## config.mk

```make
export PLATFORM = sky130hd
export DESIGN_NAME = coap_option_encoder_flat
export DESIGN_NICKNAME = d
export VERILOG_FILES = /design/src/rtl/coe_pkg.sv /design/src/rtl/coe_item_if.sv /design/src/rtl/coe_byte_if.sv /design/src/rtl/coe_encoder.sv /design/src/rtl/coe_serializer.sv /design/src/rtl/coap_option_encoder.sv /design/src/flat_wrapper.sv
export SDC_FILE = /design/constraint.sdc
export NUM_CORES = 1
export LEC_CHECK = 0
export BUFFER_PORTS_ARGS = -buffer_cell sky130_fd_sc_hd__buf_2
export CAP_MARGIN = 20
export CORE_MARGIN = 2
export CORE_UTILIZATION = 54
export CTS_CLUSTER_DIAMETER = 30
export DETAILED_ROUTE_END_ITERATION = 8
export PLACE_DENSITY_LB_ADDON = 0.05
export SETUP_SLACK_MARGIN = 0.1
export SYNTH_ARGS = -nofsm -noshare
export SYNTH_HDL_FRONTEND = slang
export SYNTH_SLANG_ARGS = --single-unit
```

## constraint.sdc

```tcl
create_clock -name clk -period 6.5 [get_ports clk]
set_input_delay 1.3 -clock clk [delete_from_list [all_inputs] [get_ports clk]]
set_output_delay 1.3 -clock clk [all_outputs]
set_load 0.005 [all_outputs]
```

## src/rtl/coe_pkg.sv

```systemverilog
// Types and constants shared by the option encoder modules.
package coe_pkg;

  localparam int unsigned FRAME_BYTES = 8;
  localparam int unsigned IDX_W       = $clog2(FRAME_BYTES);
  localparam int unsigned CNT_W       = $clog2(FRAME_BYTES + 1);

  localparam logic [16:0] NIB_DIRECT_MAX = 17'd12;
  localparam logic [16:0] EXT1_BASE      = 17'd13;
  localparam logic [16:0] EXT1_MAX       = 17'd268;
  localparam logic [16:0] EXT2_BASE      = 17'd269;
  localparam logic [16:0] MAX_OPAQUE_LEN = 17'd65804;
  localparam logic [3:0]  NIB_EXT1       = 4'd13;
  localparam logic [3:0]  NIB_EXT2       = 4'd14;
  localparam logic [31:0] ONE_BYTE_MAX   = 32'd255;
  localparam logic [31:0] TWO_BYTE_MAX   = 32'd65535;

  typedef enum logic [1:0] {
    OP_UINT    = 2'd0,
    OP_OPAQUE  = 2'd1,
    OP_PAYLOAD = 2'd2,
    OP_START   = 2'd3
  } opcode_t;

  typedef logic [FRAME_BYTES-1:0][7:0] frame_t;

  typedef struct packed {
    frame_t           frame;
    logic [CNT_W-1:0] count;
    logic             err;
  } enc_result_t;

endpackage

```

## src/rtl/coe_item_if.sv

```systemverilog
// Input item channel: option commands with valid/ready handshake.
interface coe_item_if;
  logic        valid;
  logic        ready;
  logic [1:0]  opcode;
  logic [15:0] option_number;
  logic [31:0] value;
  logic [16:0] payload_length;
  logic [7:0]  data_byte;

  modport source (output valid, opcode, option_number, value, payload_length, data_byte,
                  input ready);
  modport sink (input valid, opcode, option_number, value, payload_length, data_byte,
                output ready);
endinterface

```

## src/rtl/coe_byte_if.sv

```systemverilog
// Result channel: encoded bytes with valid/ready handshake.
interface coe_byte_if;
  logic       valid;
  logic       ready;
  logic [7:0] out_byte;
  logic       last;
  logic       order_error;

  modport source (output valid, out_byte, last, order_error, input ready);
  modport sink (input valid, out_byte, last, order_error, output ready);
endinterface

```

## src/rtl/coe_encoder.sv

```systemverilog
// Combinational option encoder: builds the byte frame for one input item.
module coe_encoder (
  input  logic [1:0]          opcode,
  input  logic [15:0]         option_number,
  input  logic [31:0]         value,
  input  logic [16:0]         payload_length,
  input  logic [7:0]          data_byte,
  input  logic [15:0]         prev_option,
  output coe_pkg::enc_result_t result,
  output logic                update
);
  import coe_pkg::*;

  function automatic logic [3:0] nibble(input logic [16:0] v);
    logic [3:0] n;
    if (v <= NIB_DIRECT_MAX) n = v[3:0];
    else if (v <= EXT1_MAX) n = NIB_EXT1;
    else n = NIB_EXT2;
    return n;
  endfunction

  function automatic logic [1:0] ext_count(input logic [16:0] v);
    logic [1:0] n;
    if (v <= NIB_DIRECT_MAX) n = 2'd0;
    else if (v <= EXT1_MAX) n = 2'd1;
    else n = 2'd2;
    return n;
  endfunction

  function automatic logic [15:0] ext_word(input logic [16:0] v);
    logic [16:0] d;
    logic [15:0] w;
    if (v <= NIB_DIRECT_MAX) begin
      d = '0;
      w = '0;
    end else if (v <= EXT1_MAX) begin
      d = v - EXT1_BASE;
      w = {8'd0, d[7:0]};
    end else begin
      d = v - EXT2_BASE;
      w = d[15:0];
    end
    return w;
  endfunction

  logic [16:0] delta;
  logic [16:0] len_val;
  logic [2:0]  val_n;
  logic [31:0] val_bytes;
  logic [1:0]  dn;
  logic [1:0]  ln;
  logic [7:0]  hdr;
  logic [63:0] acc1;
  logic [63:0] acc2;
  logic [63:0] acc3;
  logic [63:0] acc4;
  logic        out_of_order;

  always_comb begin
    out_of_order = (option_number < prev_option);
    delta = {1'b0, option_number - prev_option};

    if (value == 32'd0) val_n = 3'd0;
    else if (value <= ONE_BYTE_MAX) val_n = 3'd1;
    else if (value <= TWO_BYTE_MAX) val_n = 3'd2;
    else val_n = 3'd4;

    if (opcode == OP_OPAQUE) begin
      len_val   = (payload_length > MAX_OPAQUE_LEN) ? MAX_OPAQUE_LEN : payload_length;
      val_bytes = '0;
    end else begin
      len_val   = {14'd0, val_n};
      val_bytes = value;
    end

    dn  = ext_count(delta);
    ln  = ext_count(len_val);
    hdr = {nibble(delta), nibble(len_val)};

    acc1 = {56'd0, hdr};
    acc2 = (acc1 << {2'd0, dn, 3'd0}) | {48'd0, ext_word(delta)};
    acc3 = (acc2 << {2'd0, ln, 3'd0}) | {48'd0, ext_word(len_val)};
    if (opcode == OP_OPAQUE) acc4 = acc3;
    else acc4 = (acc3 << {1'b0, val_n, 3'd0}) | {32'd0, val_bytes};
  end

  always_comb begin
    result.frame = frame_t'(acc4);
    result.count = CNT_W'(1) + CNT_W'(dn) + CNT_W'(ln);
    result.err   = 1'b0;
    update       = 1'b0;
    case (opcode)
      OP_START: begin
        result.count = '0;
      end
      OP_PAYLOAD: begin
        result.frame = frame_t'({56'd0, data_byte});
        result.count = CNT_W'(1);
      end
      OP_UINT, OP_OPAQUE: begin
        if (out_of_order) begin
          result.frame = '0;
          result.count = CNT_W'(1);
          result.err   = 1'b1;
        end else begin
          update = 1'b1;
          if (opcode == OP_UINT) begin
            result.count = CNT_W'(1) + CNT_W'(dn) + CNT_W'(val_n);
          end
        end
      end
      default: begin
        result.count = '0;
      end
    endcase
  end

endmodule

```

## src/rtl/coe_serializer.sv

```systemverilog
// Frame register and byte serializer: emits one encoded byte per transfer.
module coe_serializer (
  input  logic                 clk,
  input  logic                 rst,
  input  logic                 load,
  input  coe_pkg::enc_result_t result,
  output logic                 can_take,
  coe_byte_if.source           byte_out
);
  import coe_pkg::*;

  logic             valid;
  frame_t           frame;
  logic [IDX_W-1:0] idx;
  logic             err;
  logic             pop;
  logic             done;

  assign pop      = valid && byte_out.ready;
  assign done     = pop && (idx == '0);
  assign can_take = !valid || done;

  assign byte_out.valid       = valid;
  assign byte_out.out_byte    = frame[idx];
  assign byte_out.last        = (idx == '0);
  assign byte_out.order_error = err;

  always_ff @(posedge clk) begin
    if (rst) begin
      valid <= 1'b0;
      idx   <= '0;
    end else if (load) begin
      valid <= 1'b1;
      idx   <= IDX_W'(result.count - CNT_W'(1));
    end else if (done) begin
      valid <= 1'b0;
    end else if (pop) begin
      idx   <= idx - IDX_W'(1);
    end
  end

  always_ff @(posedge clk) begin
    if (load) begin
      frame <= result.frame;
      err   <= result.err;
    end
  end

endmodule

```

## src/rtl/coap_option_encoder.sv

```systemverilog
// CoAP option delta/length encoder top level.
// Usage:
//   opt_in carries one command per transfer: a uint option, an opaque option
//   header, an opaque payload byte, or start of a new message.
//   byte_out carries the encoded stream, one byte per transfer; last marks the
//   final byte of a command, order_error marks a rejected out-of-order option
//   (a single zero byte with last set).
// Timing: the first byte of a command is on byte_out in the cycle after its
//   transfer on opt_in. A command holds the frame register until its last
//   byte transfers: 1 to 7 bytes for an option, 1 for a payload byte, none
//   for a start of message, which never loads the frame register.
// Throughput: one output byte per cycle while byte_out.ready is high; the next
//   command is taken in the cycle its predecessor's last byte transfers, so
//   back-to-back commands leave no gap in the stream. Option headers are built
//   combinationally by the encoder between the input and the frame register.
// Reset: rst clears the previous option number to 0 and empties the frame.
// Stall: while byte_out.ready is low the current byte holds and opt_in.ready
//   stays low once a frame is waiting.
module coap_option_encoder (
  input  logic       clk,
  input  logic       rst,
  coe_item_if.sink   opt_in,
  coe_byte_if.source byte_out
);
  import coe_pkg::*;

  logic [15:0] prev_option;
  enc_result_t result;
  logic        update;
  logic        can_take;
  logic        accept;
  logic        load;

  coe_encoder u_encoder (
    .opcode         (opt_in.opcode),
    .option_number  (opt_in.option_number),
    .value          (opt_in.value),
    .payload_length (opt_in.payload_length),
    .data_byte      (opt_in.data_byte),
    .prev_option    (prev_option),
    .result         (result),
    .update         (update)
  );

  coe_serializer u_serializer (
    .clk      (clk),
    .rst      (rst),
    .load     (load),
    .result   (result),
    .can_take (can_take),
    .byte_out (byte_out)
  );

  assign opt_in.ready = can_take;
  assign accept       = opt_in.valid && can_take;
  assign load         = accept && (result.count != '0);

  always_ff @(posedge clk) begin
    if (rst) begin
      prev_option <= '0;
    end else if (accept && (opt_in.opcode == OP_START)) begin
      prev_option <= '0;
    end else if (accept && update) begin
      prev_option <= opt_in.option_number;
    end
  end

  a_err_last: assert property (@(posedge clk) disable iff (rst)
    byte_out.valid && byte_out.order_error |-> byte_out.last)
    else $error("order error result without last");

  a_start_clears: assert property (@(posedge clk) disable iff (rst)
    accept && (opt_in.opcode == OP_START) |=> prev_option == '0)
    else $error("start of message did not clear previous option");

  a_err_keeps_state: assert property (@(posedge clk) disable iff (rst)
    load && result.err |=> prev_option == $past(prev_option))
    else $error("rejected option changed previous option");

  a_stall_has_data: assert property (@(posedge clk) disable iff (rst)
    !opt_in.ready |-> byte_out.valid)
    else $error("input stalled with no pending byte");

endmodule

```

## src/flat_wrapper.sv

```systemverilog
// flat-port wrapper written by rule: the top's interface ports become plain ports
module coap_option_encoder_flat import coe_pkg::*;
  (clk, rst, opt_in_valid, opt_in_opcode, opt_in_option_number, opt_in_value, opt_in_payload_length, opt_in_data_byte, opt_in_ready, byte_out_valid, byte_out_out_byte, byte_out_last, byte_out_order_error, byte_out_ready);
  coe_item_if opt_in_i ();
  coe_byte_if byte_out_i ();
  input  logic clk;
  input  logic rst;
  input wire logic [$bits(opt_in_i.valid)-1:0] opt_in_valid;
  input wire logic [$bits(opt_in_i.opcode)-1:0] opt_in_opcode;
  input wire logic [$bits(opt_in_i.option_number)-1:0] opt_in_option_number;
  input wire logic [$bits(opt_in_i.value)-1:0] opt_in_value;
  input wire logic [$bits(opt_in_i.payload_length)-1:0] opt_in_payload_length;
  input wire logic [$bits(opt_in_i.data_byte)-1:0] opt_in_data_byte;
  output wire logic [$bits(opt_in_i.ready)-1:0] opt_in_ready;
  output wire logic [$bits(byte_out_i.valid)-1:0] byte_out_valid;
  output wire logic [$bits(byte_out_i.out_byte)-1:0] byte_out_out_byte;
  output wire logic [$bits(byte_out_i.last)-1:0] byte_out_last;
  output wire logic [$bits(byte_out_i.order_error)-1:0] byte_out_order_error;
  input wire logic [$bits(byte_out_i.ready)-1:0] byte_out_ready;
  assign opt_in_i.valid = opt_in_valid;
  assign opt_in_i.opcode = opt_in_opcode;
  assign opt_in_i.option_number = opt_in_option_number;
  assign opt_in_i.value = opt_in_value;
  assign opt_in_i.payload_length = opt_in_payload_length;
  assign opt_in_i.data_byte = opt_in_data_byte;
  assign opt_in_ready = opt_in_i.ready;
  assign byte_out_valid = byte_out_i.valid;
  assign byte_out_out_byte = byte_out_i.out_byte;
  assign byte_out_last = byte_out_i.last;
  assign byte_out_order_error = byte_out_i.order_error;
  assign byte_out_i.ready = byte_out_ready;
  coap_option_encoder u_core (.clk(clk), .rst(rst), .opt_in(opt_in_i), .byte_out(byte_out_i));
endmodule
```

# Word-level counts from Yosys, hierarchy flattened
# Cells that the tools add are included.
[word_totals]
ram_bits = 0
latchBits = 0
in_bits = 79
romBits = 0
mem_count = 0
ff_bits = 85
[op_classes]
bitwise_logic = 3
mux = 34
n_shift = 3
n_reduce_logical = 17
order_cmp = 9
addsub = 10
n_div = 0
multipliers = 0
eq_ne = 4
[op_table]
columns = ["op", "n"]
rows = [
  ["2-to-1 mux 64 bit", 2],
  ["bitwise OR 64 x 16 -> 64 bit", 2],
  ["case mux 64 bit (2 select lines)", 1],
  ["2-to-1 mux 16 bit", 4],
  ["bitwise OR 64 x 32 -> 64 bit", 1],
  ["left shift 64 x 5 -> 64 bit", 1],
  ["left shift 64 x 6 -> 64 bit", 1],
  ["left shift 8 x 5 -> 64 bit", 1],
  ["2-to-1 mux 17 bit", 2],
  ["less-or-equal comparator 32 x 16 -> 1 bit, second input constant", 1],
  ["less-or-equal comparator 32 x 8 -> 1 bit, second input constant", 1],
  ["zero test 32 bit", 1],
  ["2-to-1 mux 32 bit", 1],
  ["subtractor 16 x 9 -> 16 bit, second input constant", 2],
  ["binary-select mux 8 bit (select 3 bit)", 1],
  ["2-to-1 mux 3 bit", 6],
  ["greater-than comparator 17 bit, second input constant", 1],
  ["less-or-equal comparator 17 x 4 -> 1 bit, second input constant", 1],
  ["less-or-equal comparator 17 x 9 -> 1 bit, second input constant", 1],
  ["less-or-equal comparator 16 x 4 -> 1 bit, second input constant", 1],
  ["less-or-equal comparator 16 x 9 -> 1 bit, second input constant", 1],
  ["less-than comparator 16 bit", 1],
  ["2-to-1 mux 4 bit", 4],
  ["subtractor 16 bit", 1],
  ["other kinds (22)", 41],
]

# Depth between registers and ports, before layout
# Gate-level depths: netlist of the first run.
[logic_depth]
ltp_word = 17
depth_mapped = 26
ltp_nobuf = 26

# By module
# From an unflattened synthesis of the first run, not the netlist that was laid out.
[unflattened]
cells_unflattened = 896
area_unflattened_um2 = 7729.9
[by_module_without_submodules]
columns = ["module", "area_per_inst_um2", "instances", "cells_per_inst"]
rows = [
  ["coe_encoder", 4379.2, 1, 703],
  ["coe_serializer", 2705.1, 1, 119],
  ["coap_option_encoder", 645.6, 1, 74],
]

# Worst setup path before layout of the first run
# No wires, ideal clock.
[synth_timing]
kind = "input-to-reg"
from = "input port opt_in_option_number[0]"
to = "register u_core.u_serializer.idx[2]"
t_arrival_ns = 6.835
required_ns = 6.427
path_slack_ns = -0.408
cell_stages = 23
path_cell_list = "inv_1 ha_1 inv_1 fa_1 a21o_1 a21oi_1 a31oi_1 o41a_1 o41ai_1 and4_4 inv_4 buf_2 ha_1 inv_1 fa_1 xor2_1 nand2_1 o21ai_0 o21ai_0 a21oi_1 inv_1 o221ai_1 a21oi_1"
[synth_between]
elab_chain_cells = 13
word_cells_on_any_way = 19
[synth_lines]
columns = ["item", "line_no", "rtl"]
rows = [
  ["start, declared", "flat_wrapper.sv:10", "input wire logic [$bits(opt_in_i.option_number)-1:0] opt_in_option_number;"],
  ["subtractor 16 bit", "coe_encoder.sv:61", "delta = {1'b0, option_number - prev_option};"],
  ["less-or-equal comparator 16 x 9 -> 1 bit", "coe_encoder.sv:25", "else if (v <= EXT1_MAX) n = 2'd1;"],
  ["2-to-1 mux 2 bit", "coe_encoder.sv:25", ""],
  ["2-to-1 mux 2 bit", "coe_encoder.sv:24", "if (v <= NIB_DIRECT_MAX) n = 2'd0;"],
  ["adder 1 x 2 -> 3 bit", "coe_encoder.sv:89, coe_encoder.sv:108", ""],
  ["adder 4 x 2 -> 4 bit / adder 3 x 3 -> 4 bit (equally long branches)", "coe_encoder.sv:89, coe_encoder.sv:108", ""],
  ["2-to-1 mux 4 bit", "coe_encoder.sv:107", "if (opcode == OP_UINT) begin"],
  ["2-to-1 mux 4 bit (*)", "coe_encoder.sv:101", "if (out_of_order) begin"],
  ["case mux 4 bit (3 select lines) (*)", "coe_encoder.sv:92", "case (opcode)"],
  ["nonzero test 4 bit (*)", "coap_option_encoder.sv:56", "assign load = accept && (result.count != '0);"],
  ["logical AND 1 bit (*)", "coap_option_encoder.sv:56", ""],
  ["net u_core.load", "coap_option_encoder.sv:32", "logic load;"],
  ["inequality test 2 x 1 -> 1 bit (no line) / nonzero test 2 bit (equally long branches)", "--", ""],
  ["AND reduction 2 bit (no line)", "--", ""],
  ["end signal, assigned", "coe_serializer.sv:34", "idx <= IDX_W'(result.count - CNT_W'(1));"],
  ["end signal, assigned", "coe_serializer.sv:38", "idx <= idx - IDX_W'(1);"],
  ["end, declared", "coe_serializer.sv:14", "logic [IDX_W-1:0] idx;"],
]
# The timed path passes the listed nets; every way through them passes the cells marked *.
# A chain may end at the register's enable or synchronous reset.

# Worst setup path in the final report of the first run
[layout_timing]
from = "input port opt_in_option_number[0]"
to = "register u_core.u_serializer.idx[2]"
[layout_between]
elab_chain_cells = 13
word_cells_on_any_way = 19
[layout_lines]
columns = ["item", "line_no"]
rows = [
  ["subtractor 16 bit", "coe_encoder.sv:61"],
  ["less-or-equal comparator 16 x 9 -> 1 bit", "coe_encoder.sv:25"],
  ["2-to-1 mux 2 bit", "coe_encoder.sv:25"],
  ["2-to-1 mux 2 bit", "coe_encoder.sv:24"],
  ["adder 1 x 2 -> 3 bit", "coe_encoder.sv:89, coe_encoder.sv:108"],
  ["adder 4 x 2 -> 4 bit / adder 3 x 3 -> 4 bit (equally long branches)", "coe_encoder.sv:89, coe_encoder.sv:108"],
  ["2-to-1 mux 4 bit", "coe_encoder.sv:107"],
  ["2-to-1 mux 4 bit (*)", "coe_encoder.sv:101"],
  ["case mux 4 bit (3 select lines) (*)", "coe_encoder.sv:92"],
  ["nonzero test 4 bit", "coap_option_encoder.sv:56"],
  ["logical AND 1 bit", "coap_option_encoder.sv:56"],
  ["inequality test 2 x 1 -> 1 bit (no line) / nonzero test 2 bit (equally long branches)", "--"],
  ["AND reduction 2 bit (no line)", "--"],
]
# Mark *: on every way between the ends. The rest lies on a longest branch, timed or not.

==> flow_metrics.py, run 1 <==
metrics = {
    "worst_setup_path": {
        "critical-path-top-cell-by-count": "sky130_fd_sc_hd__inv_1",
        "worst-endpoint-arrival_ns": 6.30,
        "critPathCaptureType": "register",
        "timing_worst_setup_path_type": "in -> reg",
        "critical-path-top-delay-family": "compound AO/OA/AOI/OAI gates",
        "setup.worst_path.start_class": "input pin",
        "cp.required_ns": 6.77,
        "worst_path_max_delay_cell": "sky130_fd_sc_hd__fa_1",
        "largest_stage_delay_on_the_critical_path_ns": 0.53,
        "path_buf_inv": 6,
        "critPathMaxFanout": 16,
    },
    "routing": {
        "post_drt_via_cell_ratio": 6.76,
        "ant_nets": 0,
        "vias": 7737,
        "drt-wirelength-per-cell_microns": 22.0,
        "detailedRoute.firstPassIterationCount": 6,
        "drc": 0,
        "drt_wl_total_microns": 25200,
        "initialDrtViolationCount": 983,
    },
    "floorplan": {
        "dieHeight_microns": 122,
        "core.rowCount": 43,
        "fp.dieW_microns": 122,
        "floorplan.core_area_sq_um": 13700,
        "floorplan.initialDensity_pct": 54.9,
        "floorplan.die_area_sq_um": 14900,
        "top_level_ports": 91,
    },
    "clock_tree": {
        "cts.repair_timing.setup_buffer_count": 0,
        "clk_root_buffer_cell": "sky130_fd_sc_hd__clkbuf_16",
        "cts_tree": "done",
        "cts_buffers": 9,
        "clkLatencyLatePin_ns": 0.35,
        "path_clk_slew_ns": 0.07,
        "cts.path.max_buffers": 2,
        "clock-sinks": 85,
        "postCtsHoldBufs": 0,
        "ctsHtreeMaxLevel": 3,
        "post_cts_sizing_count": 0,
    },
    "power_and_ir_drop": {
        "p_seq_share_pct": 36.8,
        "switchingPower_uw": 705,
        "net_sw_share_pct": 36.8,
        "clock_power_share_pct": 25.1,
        "cellInternalPower_mw": 1.21,
        "static-leakage-power_nw": 3.14,
        "max-vdd-ir-drop_mv": 0.124,
        "relative_contribution_of_combinational_cells_to_total_power_pct": 38.1,
        "pwr_density_cell_nw_per_um2": 225,
    },
    "global_routing": {
        "overall_track_demand_over_capacity_in_global_routing_pct": 34.2,
        "grt_use_met1_pct": 43.5,
        "layer_with_the_highest_usage": "met2",
        "pin_count_of_the_biggest_net_entering_global_routing": 66,
        "grtUsageMet3_pct": 7.63,
        "first_pass_grt_wire_length_microns": 39200,
        "globalRouteMet2Util_pct": 56.7,
        "antenna_found_initial": 0,
        "overflow": 0,
        "via_count_of_the_first_global_routing_pass": 7376,
    },
    "synthesis": {
        "synth_enable_flop_cells": 65,
        "synth.cells.most_frequent": "sky130_fd_sc_hd__nand2_1 (108), sky130_fd_sc_hd__a21oi_1 (100), sky130_fd_sc_hd__nor2_1 (66)",
        "dominant_cells_by_area_after_synthesis": "sky130_fd_sc_hd__edfxtp_1 (26%), sky130_fd_sc_hd__a21oi_1 (6.7%), sky130_fd_sc_hd__nand2_1 (5.4%), sky130_fd_sc_hd__dfxtp_1 (5.3%), sky130_fd_sc_hd__mux4_2 (4.8%)",
        "syn-mean-instance-area_sq_um": 8.53,
        "synth_cell_types": 97,
        "post-synth-top-count-cell": "sky130_fd_sc_hd__nand2_1",
        "synth_largest_type_area_fraction_pct": 25.9,
        "synthDominantAreaCellType": "sky130_fd_sc_hd__edfxtp_1",
        "synth_sequential_area_ratio_pct": 31.3,
        "post_synth_instance_area_sq_um": 7530,
        "flop_and_latch_count_out_of_synthesis": 85,
        "postSynthCellCount": 882,
        "synth_async_sr_flop_share_pct": 0,
        "dominantRegCellSynth": "sky130_fd_sc_hd__edfxtp_1",
        "synth.yosys.warnings": 0,
    },
    "timing": {
        "pins_over_slew_limit": 0,
        "tightest_slew_ns": 0.958,
        "setup-violations-final": 0,
        "skew_ns": 0.00959,
        "max_freq_ghz": 0.166,
        "maxSlewHeadroom_pct": 36.0,
        "final_total_negative_setup_slack_ns": 0,
        "fin_crit_sh_pct": 92.7,
        "final-hold-violation-count": 0,
        "final_period_minus_worst_setup_slack_ns": 6.03,
        "rsz_0062_raised_after_global_routing": "no",
        "final.setup.worst_slack_ns": 0.475,
    },
    "placed_design": {
        "pre_cts_slack_ns": 0.169,
        "detailedPlacementHpwl_microns": 19700,
        "routabilityCongestion": 1.05,
        "dp_cells": 1129,
        "io_buffer_count": 90,
        "placed_instance_area_sq_um": 8240,
    },
    "min_path": {
        "timing.hold.worst.class": "reg -> reg",
    },
    "layout": {
        "layout.area.seq_sq_um": 2350,
        "drive_above_1_share_pct": 20.7,
        "antenna_cells_inserted": 0,
        "stdcell_area_sq_um": 8510,
        "multi_input_comb_area_sq_um": 4890,
        "fill_cell_instance_count_of_the_final_layout": 1216,
        "layout.cells.non_filler": 1145,
        "syn_to_final_growth_pct": 13.1,
        "fin_nets": 1069,
    },
    "run_status": {
        "outcome": "completed",
    },
    "flow_run": {
        "drv_cap": 0,
    },
}
[cells by family after synthesis]
kind of cell	share of synthesized area, %
DFF	31.3
xor gates and xnor gates	3.72
AOI/OAI and AO/OA	28.8
muxes	6.52
other	0.0498
adders and majority gates	5.29
buffers and inverters	4.97
and+or+nand+nor	19.4
[flip-flops by register name, summed over array words and instances (netlist names)]
register                                  flops
u_core.u_serializer.idx                       3
u_core.u_serializer.byte_out.order_error      1
u_core.prev_option                           16
u_core.u_serializer.frame                    64
u_core.u_serializer.byte_out.valid            1
[metal layers]
layer | vias up | share of wire (%)
li1 | 3523 | -
met1 | 3657 | 39
met2 | 468 | 46
met3 | 89 | 11
met4 | 0 | 3.9
met5 | - | 0
[power by group through the flow]
stage / clock network, mW / logic (mW) / registers [mW]
2_1_floorplan: 0 / 0.496 / 0.694
3_3_place_gp: 0 / 0.699 / 0.710
3_5_place_dp: 0 / 0.708 / 0.716
4_1_cts: 0.483 / 0.712 / 0.704
5_1_grt: 0.506 / 0.788 / 0.710
6_report: 0.481 / 0.731 / 0.705
[placed cells by master, fill, tap and decap left out, drive strengths merged, types with 13 or more instances in the layout]
| cell type | synthesis | final |
|---|---|---|
| nor3 | 28 | 28 |
| edfxtp | 65 | 65 |
| nor2 | 68 | 68 |
| dfxtp | 20 | 20 |
| a21oi | 104 | 104 |
| o21ai | 49 | 49 |
| xor2 | 13 | 13 |
| xnor2 | 19 | 19 |
| a31oi | 14 | 14 |
| nand3 | 18 | 18 |
| mux4 | 16 | 16 |
| buf | 17 | 110 |
| o211ai | 13 | 13 |
| nor4 | 18 | 18 |
| inv | 38 | 39 |
| ha | 27 | 27 |
| nand2 | 110 | 110 |
[tightest hold or removal path, cell delays in order (launching register included)]
cell                      delay, ns
sky130_fd_sc_hd__dfxtp_1       0.31
sky130_fd_sc_hd__nand2_1       0.05
sky130_fd_sc_hd__a21oi_1       0.05
[stage by stage]
stage          util [%]  total power [mW]  hold WS (ns)
2_1_floorplan         -              1.19         0.436
3_3_place_gp       60.0              1.41         0.443
3_5_place_dp       60.0              1.42         0.451
4_1_cts            62.1              1.90         0.460
5_1_grt            62.1              2.00         0.483
6_report           62.1              1.92         0.459
[final timing paths]
kind              slack [ns]                               start                                      end  cells after the start
hold / removal          0.46  u_core.prev_option[9]$_SDFFE_PP0P_       u_core.prev_option[9]$_SDFFE_PP0P_                      2
hold reg to reg         0.46  u_core.prev_option[9]$_SDFFE_PP0P_       u_core.prev_option[9]$_SDFFE_PP0P_                      2
setup / recovery        0.47             opt_in_option_number[0]  u_core.u_serializer.idx[2]$_SDFFE_PP0P_                     26
setup reg to reg        1.24  u_core.prev_option[0]$_SDFFE_PP0P_  u_core.u_serializer.idx[2]$_SDFFE_PP0P_                     24
[area by class of cell]
cell class                 count  share of cell area (%)
clock inverter                 6                   0.558
tap                          180                    2.65
timing repair buffer         110                    7.20
inverter                      40                    1.85
sequential                    85                    27.6
clock buffer                  10                    2.69
multi-input combinational    714                    57.4
No activity file was read; power rests on OpenSTA's default activity.
==> run 2, diff against run 1 <==
Settings changed: BUFFER_PORTS_ARGS -buffer_cell sky130_fd_sc_hd__buf_2 to -buffer_cell sky130_fd_sc_hd__buf_4.
==> run 2 against run 1 <==
Net effect: cell count increased by 0.26%; sequential power about the same; hold slack got worse by 0.0021 ns; setup slack worse by 0.072 ns; largest cell class unchanged; highest routed layer unchanged.
==> flow_metrics.py, run 2 (synthesis gave the netlist of run 1 again) <==
metrics = {
    "power_and_ir_drop": {
        "total_power_mw": 1.98,
        "pwr_density_cell_nw_per_um2": 225,
        "max-vdd-ir-drop_mv": 0.132,
        "static-leakage-power_nw": 3.23,
    },
    "timing": {
        "maxSlewHeadroom_pct": 36.9,
        "fin_crit_sh_pct": 93.8,
        "pins_over_slew_limit": 0,
        "max_freq_ghz": 0.164,
        "skew_ns": 0.0140,
        "final.setup.worst_slack_ns": 0.402,
        "final_total_negative_setup_slack_ns": 0,
        "setup-violations-final": 0,
        "tightest_slew_ns": 0.943,
        "final-hold-violation-count": 0,
        "final_period_minus_worst_setup_slack_ns": 6.10,
        "rsz_0062_raised_after_global_routing": "no",
    },
    "routing": {
        "drc": 0,
        "drt_wl_total_microns": 26100,
        "detailedRoute.firstPassIterationCount": 7,
        "vias": 7956,
        "ant_nets": 0,
        "drt-wirelength-per-cell_microns": 22.7,
        "post_drt_via_cell_ratio": 6.93,
        "initialDrtViolationCount": 1337,
    },
    "worst_setup_path": {
        "cp.required_ns": 6.78,
        "setup.worst_path.start_class": "input pin",
        "critPathMaxFanout": 9,
        "critPathCaptureType": "register",
        "worst-endpoint-arrival_ns": 6.38,
        "timing_worst_setup_path_type": "in -> reg",
    },
    "placed_design": {
        "pre_cts_slack_ns": 0.124,
        "dp_cells": 1132,
        "placed_instance_area_sq_um": 8490,
        "io_buffer_count": 90,
        "detailedPlacementHpwl_microns": 19900,
        "routabilityCongestion": 1.05,
    },
    "layout": {
        "syn_to_final_growth_pct": 16.6,
        "drive_above_1_share_pct": 21.1,
        "most_flop_heavy_register": "u_core.u_serializer.frame",
        "final_common_cell": "sky130_fd_sc_hd__buf_4",
        "largest_register_ffs": 64,
        "fin_nets": 1072,
        "stdcell_area_sq_um": 8780,
        "antenna_cells_inserted": 0,
        "layout.cells.non_filler": 1148,
        "reg.largest.list": "u_core.u_serializer.frame x64, u_core.prev_option x16, u_core.u_serializer.idx x3",
        "final_cell_mix": "sky130_fd_sc_hd__buf_4 (112), sky130_fd_sc_hd__nand2_1 (107), sky130_fd_sc_hd__a21oi_1 (98)",
    },
    "floorplan": {
        "top_level_ports": 91,
        "core.rowCount": 43,
        "dieHeight_microns": 122,
        "floorplan.die_area_sq_um": 14900,
        "floorplan.initialDensity_pct": 54.9,
        "fp.dieW_microns": 122,
        "floorplan.core_area_sq_um": 13700,
    },
    "clock_tree": {
        "postCtsHoldBufs": 0,
        "clock-sinks": 85,
        "post_cts_sizing_count": 0,
        "cts_tree": "done",
        "clkLatencyLatePin_ns": 0.35,
        "path_clk_slew_ns": 0.07,
        "ctsHtreeMaxLevel": 3,
        "cts.path.max_buffers": 2,
        "cts.repair_timing.setup_buffer_count": 0,
        "cts_buffers": 9,
        "clk_root_buffer_cell": "sky130_fd_sc_hd__clkbuf_16",
    },
    "global_routing": {
        "grt_use_met1_pct": 47.0,
        "antenna_found_initial": 0,
        "globalRouteMet2Util_pct": 56.8,
        "pin_count_of_the_biggest_net_entering_global_routing": 66,
        "first_pass_grt_wire_length_microns": 40600,
        "overflow": 0,
        "layer_with_the_highest_usage": "met2",
        "overall_track_demand_over_capacity_in_global_routing_pct": 35.4,
        "via_count_of_the_first_global_routing_pass": 7588,
        "grtUsageMet3_pct": 6.13,
    },
    "min_path": {
        "timing.hold.worst.class": "reg -> reg",
    },
    "flow_run": {
        "drv_cap": 0,
    },
    "run_status": {
        "outcome": "completed",
    },
}
[run 2: cell types whose count changed in the layout (fill, tap and decap cells not counted)]
cell | before | now
sky130_fd_sc_hd__clkinv_8 | 0 | 1
sky130_fd_sc_hd__clkinv_2 | 2 | 1
sky130_fd_sc_hd__clkinvlp_4 | 1 | 4
sky130_fd_sc_hd__clkbuf_1 | 1 | 0
sky130_fd_sc_hd__clkinvlp_2 | 1 | 0
sky130_fd_sc_hd__inv_6 | 1 | 2
sky130_fd_sc_hd__clkinv_4 | 2 | 0
sky130_fd_sc_hd__buf_4 | 19 | 112
sky130_fd_sc_hd__buf_2 | 90 | 0
[run 2: final timing paths]
path	from	to	slack (ns)	cells past startpoint
setup / recovery	opt_in_payload_length[7]	u_core.u_serializer.idx[2]$_SDFFE_PP0P_	0.40	24
hold / removal	u_core.prev_option[13]$_SDFFE_PP0P_	u_core.prev_option[13]$_SDFFE_PP0P_	0.46	2
setup reg to reg	u_core.prev_option[0]$_SDFFE_PP0P_	u_core.u_serializer.idx[2]$_SDFFE_PP0P_	1.16	22
hold reg to reg	u_core.prev_option[13]$_SDFFE_PP0P_	u_core.prev_option[13]$_SDFFE_PP0P_	0.46	2
[run 2: per-stage QoR]
step | utilization [%] | hold slack [ns]
floorplan | - | 0.436
global placement | 61.9 | 0.443
detailed placement | 61.9 | 0.449
CTS | 64.0 | 0.459
global route | 64.0 | 0.476
finish | 64.0 | 0.457
[run 2: final cells by class]
type                            count  area, sq um
Fill cell                        1147         4940
Clock buffer                        9          225
Sequential cell                    85         2350
Clock inverter                      7         67.6
Inverter                           40          158
Tap cell                          180          225
Multi-Input combinational cell    714         4890
Timing Repair Buffer              113          861
[run 2: metal layers]
metal,routed length (microns),part of all wire (%),vias up
li1,-,-,3521
met1,10400,40,3813
met2,12000,46,505
met3,2480,9.5,117
met4,1200,4.6,0
met5,0,0,-
[run 2: power breakdown]
part	total, mW	internal [mW]	leakage [nW]	switching (mW)
combinational	0.771	0.306	2.29	0.465
clock	0.500	0.267	0.133	0.232
sequential	0.704	0.670	0.801	0.0342
[run 2: worst max-delay path, stage by stage]
cell and delay [ns]:
sky130_fd_sc_hd__buf_4 0.13, sky130_fd_sc_hd__or4_1 0.61, sky130_fd_sc_hd__o21ai_1 0.30, sky130_fd_sc_hd__a21boi_0 0.28, sky130_fd_sc_hd__nor2_2 0.36, sky130_fd_sc_hd__a22oi_1 0.20
sky130_fd_sc_hd__ha_1 0.27, sky130_fd_sc_hd__nor2_1 0.09, sky130_fd_sc_hd__and4bb_1 0.21, sky130_fd_sc_hd__nor2_1 0.15, sky130_fd_sc_hd__nand2_2 0.09, sky130_fd_sc_hd__clkinv_2 0.15
sky130_fd_sc_hd__ha_1 0.20, sky130_fd_sc_hd__inv_1 0.07, sky130_fd_sc_hd__fa_2 0.53, sky130_fd_sc_hd__o21ai_0 0.07, sky130_fd_sc_hd__nor2_1 0.14, sky130_fd_sc_hd__o21ai_2 0.08
sky130_fd_sc_hd__a21oi_2 0.28, sky130_fd_sc_hd__a32oi_1 0.09, sky130_fd_sc_hd__ha_1 0.28, sky130_fd_sc_hd__nor3_1 0.24, sky130_fd_sc_hd__a31oi_1 0.08, sky130_fd_sc_hd__a21oi_1 0.15
